File: config.mk
export PLATFORM = sky130hd
export DESIGN_NAME = positional_insert_list_flat
export DESIGN_NICKNAME = d
export VERILOG_FILES = /design/src/rtl/pil_pkg.sv /design/src/rtl/pil_if.sv /design/src/rtl/positional_insert_list.sv /design/src/rtl/pil_ctrl.sv /design/src/rtl/pil_datapath.sv /design/src/flat_wrapper.sv
export SDC_FILE = /design/constraint.sdc
export NUM_CORES = 1
export LEC_CHECK = 0
export ABC_CLOCK_PERIOD_IN_PS = 5200
export BUFFER_PORTS_ARGS = -buffer_cell sky130_fd_sc_hd__buf_2
export CAP_MARGIN = 20
export CORE_ASPECT_RATIO = 0.8
export CORE_UTILIZATION = 55
export CTS_CLUSTER_DIAMETER = 30
export DETAILED_ROUTE_END_ITERATION = 10
export PLACE_DENSITY_LB_ADDON = 0.12
export SYNTH_ARGS = -nofsm -noshare
export SYNTH_HDL_FRONTEND = slang
export SYNTH_SLANG_ARGS = --single-unit
File: constraint.sdc
create_clock -name clk -period 5.2 [get_ports clk]
set_input_delay 0 -clock clk [delete_from_list [all_inputs] [get_ports clk]]
set_output_delay 0 -clock clk [all_outputs]
set_load 0.02 [all_outputs]
File: src/rtl/pil_pkg.sv
// Shared types, widths and request/status codes for the positional insert list.
package pil_pkg;

  // List size and derived widths.
  localparam int CAPACITY = 16;
  localparam int IDX_W    = (CAPACITY > 1) ? $clog2(CAPACITY) : 1;
  localparam int CNT_W    = $clog2(CAPACITY + 1);

  // Fixed field widths of the request and response items.
  localparam int TYPE_W   = 2;
  localparam int POS_W    = 5;
  localparam int DATA_W   = 32;
  localparam int STAT_W   = 2;
  localparam int COUNT_W  = 5;

  // Width used to compare a position against the entry count.
  localparam int CMP_W    = (POS_W > CNT_W) ? POS_W : CNT_W;

  typedef enum logic [TYPE_W-1:0] {
    REQ_APPEND = 2'd0,
    REQ_INSERT = 2'd1,
    REQ_PUT    = 2'd2,
    REQ_GET    = 2'd3
  } pil_req_t;

  typedef enum logic [STAT_W-1:0] {
    ST_OK     = 2'd0,
    ST_BADPOS = 2'd1,
    ST_FULL   = 2'd2
  } pil_status_t;

  typedef enum logic {
    S_IDLE = 1'b0,
    S_HOLD = 1'b1
  } pil_state_t;

  // Commands from the controller to the datapath and the channel handshakes.
  typedef struct packed {
    logic in_ready;
    logic out_valid;
    logic load;
  } pil_ctl_t;

endpackage

File: src/rtl/pil_if.sv
// Request and response channel interfaces of the positional insert list.
interface pil_req_if;
  logic                         valid;
  logic                         ready;
  logic [pil_pkg::TYPE_W-1:0]   req_type;
  logic [pil_pkg::POS_W-1:0]    position;
  logic signed [pil_pkg::DATA_W-1:0] value;

  modport source (output valid, output req_type, output position, output value,
                  input ready);
  modport sink   (input valid, input req_type, input position, input value,
                  output ready);
endinterface

interface pil_rsp_if;
  logic                         valid;
  logic                         ready;
  logic signed [pil_pkg::DATA_W-1:0] read_value;
  logic [pil_pkg::STAT_W-1:0]   status;
  logic [pil_pkg::COUNT_W-1:0]  entry_count;

  modport source (output valid, output read_value, output status,
                  output entry_count, input ready);
  modport sink   (input valid, input read_value, input status,
                  input entry_count, output ready);
endinterface

File: src/rtl/positional_insert_list.sv
// Top level of the positional insert list: controller plus datapath.
//
//   Channel  Dir  Fields                               Transfer when
//   req      in   req_type, position, value            req.valid && req.ready
//   rsp      out  read_value, status, entry_count      rsp.valid && rsp.ready
//
// Each request yields one response in the cycle after its transfer, held in an
// output register; a new request is taken in the cycle that response leaves,
// so one request per cycle is sustained when rsp.ready stays high.
// An insert shifts all later entries in the cell chain in that same cycle.
// Synchronous reset empties the list; entry contents are not cleared.
// A stalled response holds the block: req.ready drops until it transfers.
module positional_insert_list (
  input logic       clk,
  input logic       rst,
  pil_req_if.sink   req,
  pil_rsp_if.source rsp
);

  pil_pkg::pil_ctl_t ctl;

  pil_ctrl u_ctrl (
    .clk       (clk),
    .rst       (rst),
    .in_valid  (req.valid),
    .out_ready (rsp.ready),
    .ctl       (ctl)
  );

  pil_datapath u_datapath (
    .clk         (clk),
    .rst         (rst),
    .ctl         (ctl),
    .req_type    (req.req_type),
    .position    (req.position),
    .value       (req.value),
    .read_value  (rsp.read_value),
    .status      (rsp.status),
    .entry_count (rsp.entry_count)
  );

  assign req.ready = ctl.in_ready;
  assign rsp.valid = ctl.out_valid;

endmodule

File: src/rtl/pil_ctrl.sv
// Handshake controller: tracks whether a response is held for transfer.
module pil_ctrl (
  input  logic              clk,
  input  logic              rst,
  input  logic              in_valid,
  input  logic              out_ready,
  output pil_pkg::pil_ctl_t ctl
);

  pil_pkg::pil_state_t state;
  pil_pkg::pil_state_t state_next;
  logic                accept;

  // A new request may enter when the response register is empty or is drained now.
  assign accept = in_valid && ((state == pil_pkg::S_IDLE) || out_ready);

  // Next-state logic.
  always_comb begin
    state_next = state;
    unique case (state)
      pil_pkg::S_IDLE: begin
        if (accept) state_next = pil_pkg::S_HOLD;
      end
      pil_pkg::S_HOLD: begin
        if (out_ready && !in_valid) state_next = pil_pkg::S_IDLE;
      end
      default: state_next = pil_pkg::S_IDLE;
    endcase
  end

  // Output logic.
  always_comb begin
    ctl = '0;
    unique case (state)
      pil_pkg::S_IDLE: begin
        ctl.in_ready  = 1'b1;
        ctl.out_valid = 1'b0;
      end
      pil_pkg::S_HOLD: begin
        ctl.in_ready  = out_ready;
        ctl.out_valid = 1'b1;
      end
      default: ctl = '0;
    endcase
    ctl.load = accept;
  end

  always_ff @(posedge clk) begin
    if (rst) begin
      state <= pil_pkg::S_IDLE;
    end else begin
      state <= state_next;
    end
  end

endmodule

File: src/rtl/pil_datapath.sv
// Datapath: chain of entry cells, entry count and the response register.
module pil_datapath (
  input  logic                                clk,
  input  logic                                rst,
  input  pil_pkg::pil_ctl_t                   ctl,
  input  logic [pil_pkg::TYPE_W-1:0]          req_type,
  input  logic [pil_pkg::POS_W-1:0]           position,
  input  logic signed [pil_pkg::DATA_W-1:0]   value,
  output logic signed [pil_pkg::DATA_W-1:0]   read_value,
  output logic [pil_pkg::STAT_W-1:0]          status,
  output logic [pil_pkg::COUNT_W-1:0]         entry_count
);

  logic signed [pil_pkg::DATA_W-1:0] entries [pil_pkg::CAPACITY];
  logic [pil_pkg::CNT_W-1:0]         count;
  logic [pil_pkg::CNT_W-1:0]         count_next;

  logic [pil_pkg::CMP_W-1:0]         pos_ext;
  logic [pil_pkg::CMP_W-1:0]         cnt_ext;
  logic [pil_pkg::IDX_W-1:0]         pos_idx;
  logic                              pos_lt;
  logic                              pos_le;
  logic                              full;

  pil_pkg::pil_req_t                 kind;
  pil_pkg::pil_status_t              st;
  logic signed [pil_pkg::DATA_W-1:0] rd;
  logic                              do_write;
  logic                              do_shift;
  logic                              grow;
  logic [pil_pkg::IDX_W-1:0]         wr_idx;

  // Position checks against the current count.
  assign pos_ext = pil_pkg::CMP_W'(position);
  assign cnt_ext = pil_pkg::CMP_W'(count);
  assign pos_idx = position[pil_pkg::IDX_W-1:0];
  assign pos_lt  = pos_ext < cnt_ext;
  assign pos_le  = pos_ext <= cnt_ext;
  assign full    = count == pil_pkg::CNT_W'(pil_pkg::CAPACITY);
  assign kind    = pil_pkg::pil_req_t'(req_type);

  // Request decode: status, read data and the writes to the cell chain.
  always_comb begin
    st       = pil_pkg::ST_OK;
    rd       = '0;
    do_write = 1'b0;
    do_shift = 1'b0;
    grow     = 1'b0;
    wr_idx   = pos_idx;
    unique case (kind)
      pil_pkg::REQ_APPEND: begin
        wr_idx = count[pil_pkg::IDX_W-1:0];
        if (full) begin
          st = pil_pkg::ST_FULL;
        end else begin
          do_write = 1'b1;
          grow     = 1'b1;
        end
      end
      pil_pkg::REQ_INSERT: begin
        if (!pos_le) begin
          st = pil_pkg::ST_BADPOS;
        end else if (full) begin
          st = pil_pkg::ST_FULL;
        end else begin
          do_write = 1'b1;
          do_shift = 1'b1;
          grow     = 1'b1;
        end
      end
      pil_pkg::REQ_PUT: begin
        if (!pos_lt) begin
          st = pil_pkg::ST_BADPOS;
        end else begin
          do_write = 1'b1;
        end
      end
      pil_pkg::REQ_GET: begin
        if (!pos_lt) begin
          st = pil_pkg::ST_BADPOS;
        end else begin
          rd = entries[pos_idx];
        end
      end
      default: st = pil_pkg::ST_OK;
    endcase
  end

  assign count_next = grow ? count + pil_pkg::CNT_W'(1) : count;

  // Cell chain: each cell takes the new value or its lower neighbor on an insert.
  for (genvar i = 0; i < pil_pkg::CAPACITY; i++) begin : g_cell
    logic sel_write;
    logic sel_shift;

    assign sel_write = do_write && (wr_idx == pil_pkg::IDX_W'(i));
    if (i == 0) begin : g_first
      assign sel_shift = 1'b0;
    end else begin : g_rest
      assign sel_shift = do_shift && (pil_pkg::CMP_W'(i) > pos_ext)
                         && (pil_pkg::CMP_W'(i) <= cnt_ext);
    end

    always_ff @(posedge clk) begin
      if (ctl.load) begin
        if (sel_write) begin
          entries[i] <= value;
        end else if (sel_shift) begin
          entries[i] <= entries[(i > 0) ? i - 1 : 0];
        end
      end
    end
  end

  // Entry count.
  always_ff @(posedge clk) begin
    if (rst) begin
      count <= '0;
    end else if (ctl.load) begin
      count <= count_next;
    end
  end

  // Response register, loaded with each accepted request.
  always_ff @(posedge clk) begin
    if (ctl.load) begin
      read_value  <= rd;
      status      <= st;
      entry_count <= pil_pkg::COUNT_W'(count_next);
    end
  end

endmodule
File: src/flat_wrapper.sv
// flat-port wrapper written by rule: the top's interface ports become plain ports
module positional_insert_list_flat 
  (clk, rst, req_valid, req_req_type, req_position, req_value, req_ready, rsp_valid, rsp_read_value, rsp_status, rsp_entry_count, rsp_ready);
  pil_req_if req_i ();
  pil_rsp_if rsp_i ();
  input logic clk;
  input logic rst;
  input wire logic [$bits(req_i.valid)-1:0] req_valid;
  input wire logic [$bits(req_i.req_type)-1:0] req_req_type;
  input wire logic [$bits(req_i.position)-1:0] req_position;
  input wire logic [$bits(req_i.value)-1:0] req_value;
  output wire logic [$bits(req_i.ready)-1:0] req_ready;
  output wire logic [$bits(rsp_i.valid)-1:0] rsp_valid;
  output wire logic [$bits(rsp_i.read_value)-1:0] rsp_read_value;
  output wire logic [$bits(rsp_i.status)-1:0] rsp_status;
  output wire logic [$bits(rsp_i.entry_count)-1:0] rsp_entry_count;
  input wire logic [$bits(rsp_i.ready)-1:0] rsp_ready;
  assign req_i.valid = req_valid;
  assign req_i.req_type = req_req_type;
  assign req_i.position = req_position;
  assign req_i.value = req_value;
  assign req_ready = req_i.ready;
  assign rsp_valid = rsp_i.valid;
  assign rsp_read_value = rsp_i.read_value;
  assign rsp_status = rsp_i.status;
  assign rsp_entry_count = rsp_i.entry_count;
  assign rsp_i.ready = rsp_ready;
  positional_insert_list u_core (.clk(clk), .rst(rst), .req(req_i), .rsp(rsp_i));
endmodule
; Yosys cells after proc, flatten, opt, wreduce, memory -nomap -nowiden
; Memories as Yosys holds them, arrays and structs flattened. A register that Yosys moved wholly into a read port is not among the register bits.
; Index checks and enable logic that the tools add are counted.
; W data, S select, Z words.
[word_totals]
ff_bits = 13
mem_bits_rw = 512
input_bits = 43
output_inout_bits = 41
elab_cells = 267
mem_count = 1
[classes]
addsub = 1
n_lt_le_gt_ge = 32
eq_ne = 19
mux = 139
bitwise_logic = 16
n_reduce_logical = 55
[memory_table]
columns = name, depth, width, read_ports, rd_ports_with_merged_regs, wr, line
row1 = u_core.u_datapath.entries, 16, 32, 16, 1, 16, pil_datapath.sv:14  ; logic signed [pil_pkg::DATA_W-1:0] entries [pil_pkg::CAPACITY];
[op_table]
columns = cell, count
row1 = $mux W32, 15
row2 = $mux W1, 115
row3 = $logic_and A1 B1 Y1, 48
row4 = $gt A4 B5 Y1 const A, 8
row5 = $le A4 B5 Y1 const A, 8
row6 = $eq A4 B4 Y1 const B, 8
row7 = $gt A3 B5 Y1 const A, 4
row8 = $le A3 B5 Y1 const A, 4
row9 = $eq A4 B3 Y1 const B, 4
row10 = $or A1 B1 Y1, 15
row11 = $gt A2 B5 Y1 const A, 2
row12 = $le A2 B5 Y1 const A, 2
row13 = $eq A4 B2 Y1 const B, 2
row14 = $pmux W2 S3, 1
row15 = $add A5 B1 Y5 const B, 1
row16 = $eq A5 B5 Y1 const B, 1
row17 = $gt A1 B5 Y1 const A, 1
row18 = $le A1 B5 Y1 const A, 1
row19 = $le A5 B5 Y1, 1
row20 = $lt A5 B5 Y1, 1
row21 = $mux W5, 1
row22 = $eq A2 B2 Y1 const B, 2
row23 = $eq A4 B1 Y1 const B, 1
row24 = $logic_not A4 Y1, 1
row25 = other kinds (12), 15

; Logic depth before layout (Yosys ltp)
[logic_depth]
word_depth = 11
depth_mapped = 11
ltp_nobuf = 7

; Hierarchy
; A second synthesis with hierarchy kept.
[hier_totals]
cells_unflattened = 1978
hier_area_um2 = 28215.8
[by_module_without_submodules]
columns = module, n_inst, cells_each, area_each_um2, seq_area_each_um2
row1 = pil_datapath, 1, 1971, 28145.7, 16646.0
row2 = pil_ctrl, 1, 7, 70.1, 20.0

; Worst setup path after synthesis
; No wires, ideal clock.
[synth_path]
path_kind = register -> register
startpoint = register u_core.u_ctrl.state
endpoint = memory u_core.u_datapath.entries[12][0] (netlist name), enable pin
setup_time_ns = 0.466
arrival_ns = 4.888
t_required_ns = 4.734
path_slack_ns = -0.153
path_stages_with_launch = 8
path_buffers = 1
period_less_slack_ns = 5.353
path_cell_list = dfxtp_1 > nor2b_1 > inv_1 > and2_1 > clkbuf_1 > nand2b_1 > nand3b_1 > o21ai_0
[synth_lines]
columns = item, line
row1 = "start, declared", pil_ctrl.sv:10  ; pil_pkg::pil_state_t state;
row2 = "start signal, assigned", pil_ctrl.sv:50  ; state <= pil_pkg::S_IDLE;
row3 = "start signal, assigned", pil_ctrl.sv:52  ; state <= state_next;
row4 = "end, declared", pil_datapath.sv:14

==> key figures <==
Route
  • Detail Route Antenna Nets: 0
  • Via density per instance: 6.77
  • Final wirelength: 87400 microns
  • Drc violations: 0
  • Routed vias: 18.6k
  • WL per Instance: 31.8 microns
  • DR iter-0 viols: 2400
  • DRT Pass-1 Iters: 5

Synthesis
  • Async S/R FF share, synth: 0%
  • Sequential area share after synthesis: 59.9%
  • Synth Instances: 1848
  • Synth top area share: 59.4%
  • Top cell type by total area after synthesis: edfxtp_1
  • Most common flop cell mapped by yosys: edfxtp_1
  • Number of library cell types mapped by synthesis: 63
  • Mapped cell area: 27800 sq um
  • Synthesis warning total: 0
  • Synth area leaders: edfxtp_1 (59%), mux2_2 (23%), mux4_2 (1.9%)
  • Syn Nets: 1899
  • Avg Cell Area, Syn: 15.1 sq um
  • Post-synth EDFFs: 551
  • Flops & latches, synth: 557

Clock tree
  • Worst-Skew Late Latency: 0.66 ns
  • Cts hold-fix bufs: 38
  • Clock-pin slew on the worst setup and hold paths: 0.05 ns
  • Clock Sinks: 557
  • CTS buffer count: 107
  • Clk buf depth: 3
  • # resized after CTS: 0
  • Max H-tree Level: 3
  • CTS tree: done
  • Clock root buffer: clkbuf_16
  • Postcts setup bufs: 0

Worst setup path
  • Worst-path cell chain: inv_1 -> ha_1 -> and4_1 -> a21oi_1 -> o32ai_1 -> nand3b_1 -> o21ai_4 -> buf_4
  • CP max-delay cell: o21ai_4
  • WP data arrival: 4.53 ns
  • Startpoint Class: register
  • Setup Crit Path Kind: reg2reg
  • CP Capture Type: register
  • CP Max Fanout: 20
  • Max incr delay on CP: 0.85 ns
  • CP required: 5.49 ns

Global route
  • Largest net degree at the start of global routing: 105
  • GRT Total Usage: 34.5%
  • GRT Residual Overflow: 0
  • Number of global-route vias before repair: 18.5k
  • Initial antenna violation count: 1
  • First-pass GRT wire length: 127000 microns

STA
  • RSZ-0062 raised after global routing: false
  • Rel. slew slack: 24.8%
  • FMAX: 0.236 GHz
  • Tcrit/Tclk final: 81.5%
  • Clock skew: 0.0292 ns
  • Slew @ Worst Pin: 1.12 ns
  • Slew Viols, Final: 0
  • Hold Vio Cnt, Final: 0
  • Final Worst Setup Slack: 0.961 ns
  • Final setup fails: 0
  • Final min period: 4.24 ns

Floorplanning
  • Site Rows: 73
  • Core area: 49900 sq um
  • Vert. Die Dim: 203 microns
  • Die Area: 51500 sq um
  • # IOs: 84
  • Initial Util: 55.8%
  • Die width: 254 microns

Status
  • Status: finished, final reports clean

Finish
  • Nets: 2032
  • Post-Layout Cell Count: 2750
  • Ratio of cells with drive above 1 in the final layout: 46.6%
  • Commonest non-fill, non-tap cell in the layout: mux2_2
  • Most frequent cells in the layout: mux2_2 (564), edfxtp_1 (551), clkbuf_16 (108)
  • Fillers: 3443
  • P&R area growth vs syn: 20.6%

Placed design
  • Place WS: 1.05 ns
  • RD Place Congestion: 0.970
  • DP Wirelength: 49100 microns
  • Post-placement cell count: 2507
  • IO buf count: 83

Power and ir drop
  • Worst vdd ir: 306 uV
  • P_leak: 0.0115 uW
  • Total design power: 13200 uW
  • Power density over the cells: 393 nW/um^2

Flow run
  • Max-cap viol count: 0

Hold path
  • Hold Path Class: in2reg
-- layer usage --
layer	GRT usage, %	part of all wire (%)
met4	10.9	2.7
met5	0	0
met2	50.5	44
met1	48.4	41
met3	11.7	13
-- Yosys cell counts, drive strengths merged, types with 7 or more instances --
library cell	instances
o221ai	16
inv	9
o31ai	7
nand2	41
a221o	16
a21oi	48
nor2	64
o211ai	11
a22oi	55
ha	8
a211oi	25
clkbuf	139
nand3	9
nand2b	7
a22o	8
buf	27
edfxtp	551
o21ai	36
mux2	565
mux2i	40
nor3	19
mux4	24
a221oi	35
-- kinds of logic after synthesis --
family / after synthesis / share of synthesized area (%)
buf+inv: 176 / 2.50
xor+xnor: 5 / 0.157
compound gates: 297 / 7.84
fa+ha+maj: 8 / 0.360
flops: 557 / 59.9
simple gates: 176 / 3.05
mux: 629 / 26.2
-- metrics by stage --
stage | hold WS [ns] | utilization [%] | cell area, sq um | TNS, ns
floorplan | 0.0989 | - | 27900 | -28.87
global placement | 0.236 | 58.8 | 29300 | 0
detailed placement | 0.269 | 58.8 | 29300 | 0
CTS | 0.0418 | 67.3 | 33600 | 0
global route | 0.0651 | 67.3 | 33600 | 0
finish | 0.109 | 67.3 | 33600 | 0
-- power breakdown --
group / leakage, uW / total [uW] / switching [uW] / internal (uW)
registers: 0.00505 / 5010 / 18.5 / 4990
logic: 0.00459 / 787 / 467 / 320
clock network: 0.00186 / 7410 / 2410 / 5000
total: 0.0115 / 13200 / 2900 / 10300
-- registers in the layout, summed over array words and instances, names as in the netlist --
| register | count |
|---|---|
| u_core.u_datapath.entries | 512 |
| u_core.u_datapath.read_value | 32 |
| u_core.u_datapath.cnt_ext | 5 |
| u_core.u_datapath.entry_count | 5 |
| u_core.u_datapath.status | 2 |
| u_core.u_ctrl.state | 1 |
-- final cells by class --
class                   count  area (sq um)  area share, %
flip-flops and latches    557         16700           49.6
multi-input cells        1115         10800           32.0
clock buffers             116          2730           8.14
repair buffers            190          1400           4.15
clock inverters            85          1140           3.41
well taps                 675           845           2.51
inverters                  10          37.5          0.112
diodes                      2          5.00         0.0149
-- critical path: cells and delay by family (launching register included) --
family,cells,cell delay [ns]
AO/OA/AOI/OAI,3,1.41
buffers and inverters,2,0.73
flip-flops,1,0.71
AND/OR/NAND/NOR,2,0.64
adder cells (fa/ha/maj),1,0.37
-- final timing paths --
check | cells past startpoint | start | slack [ns] | endpoint
max reg2reg | 8 | u_core.u_datapath.cnt_ext[2] | 0.96 | u_core.u_datapath.entries[12][6]
max | 8 | u_core.u_datapath.cnt_ext[2] | 0.96 | u_core.u_datapath.entries[12][6]
min | 4 | req_position[4] | 0.11 | u_core.u_datapath.entries[9][5]
min reg2reg | 1 | u_core.u_datapath.entries[13][1] | 0.56 | u_core.u_datapath.entries[14][1]
(Power assumes the default switching activity.)
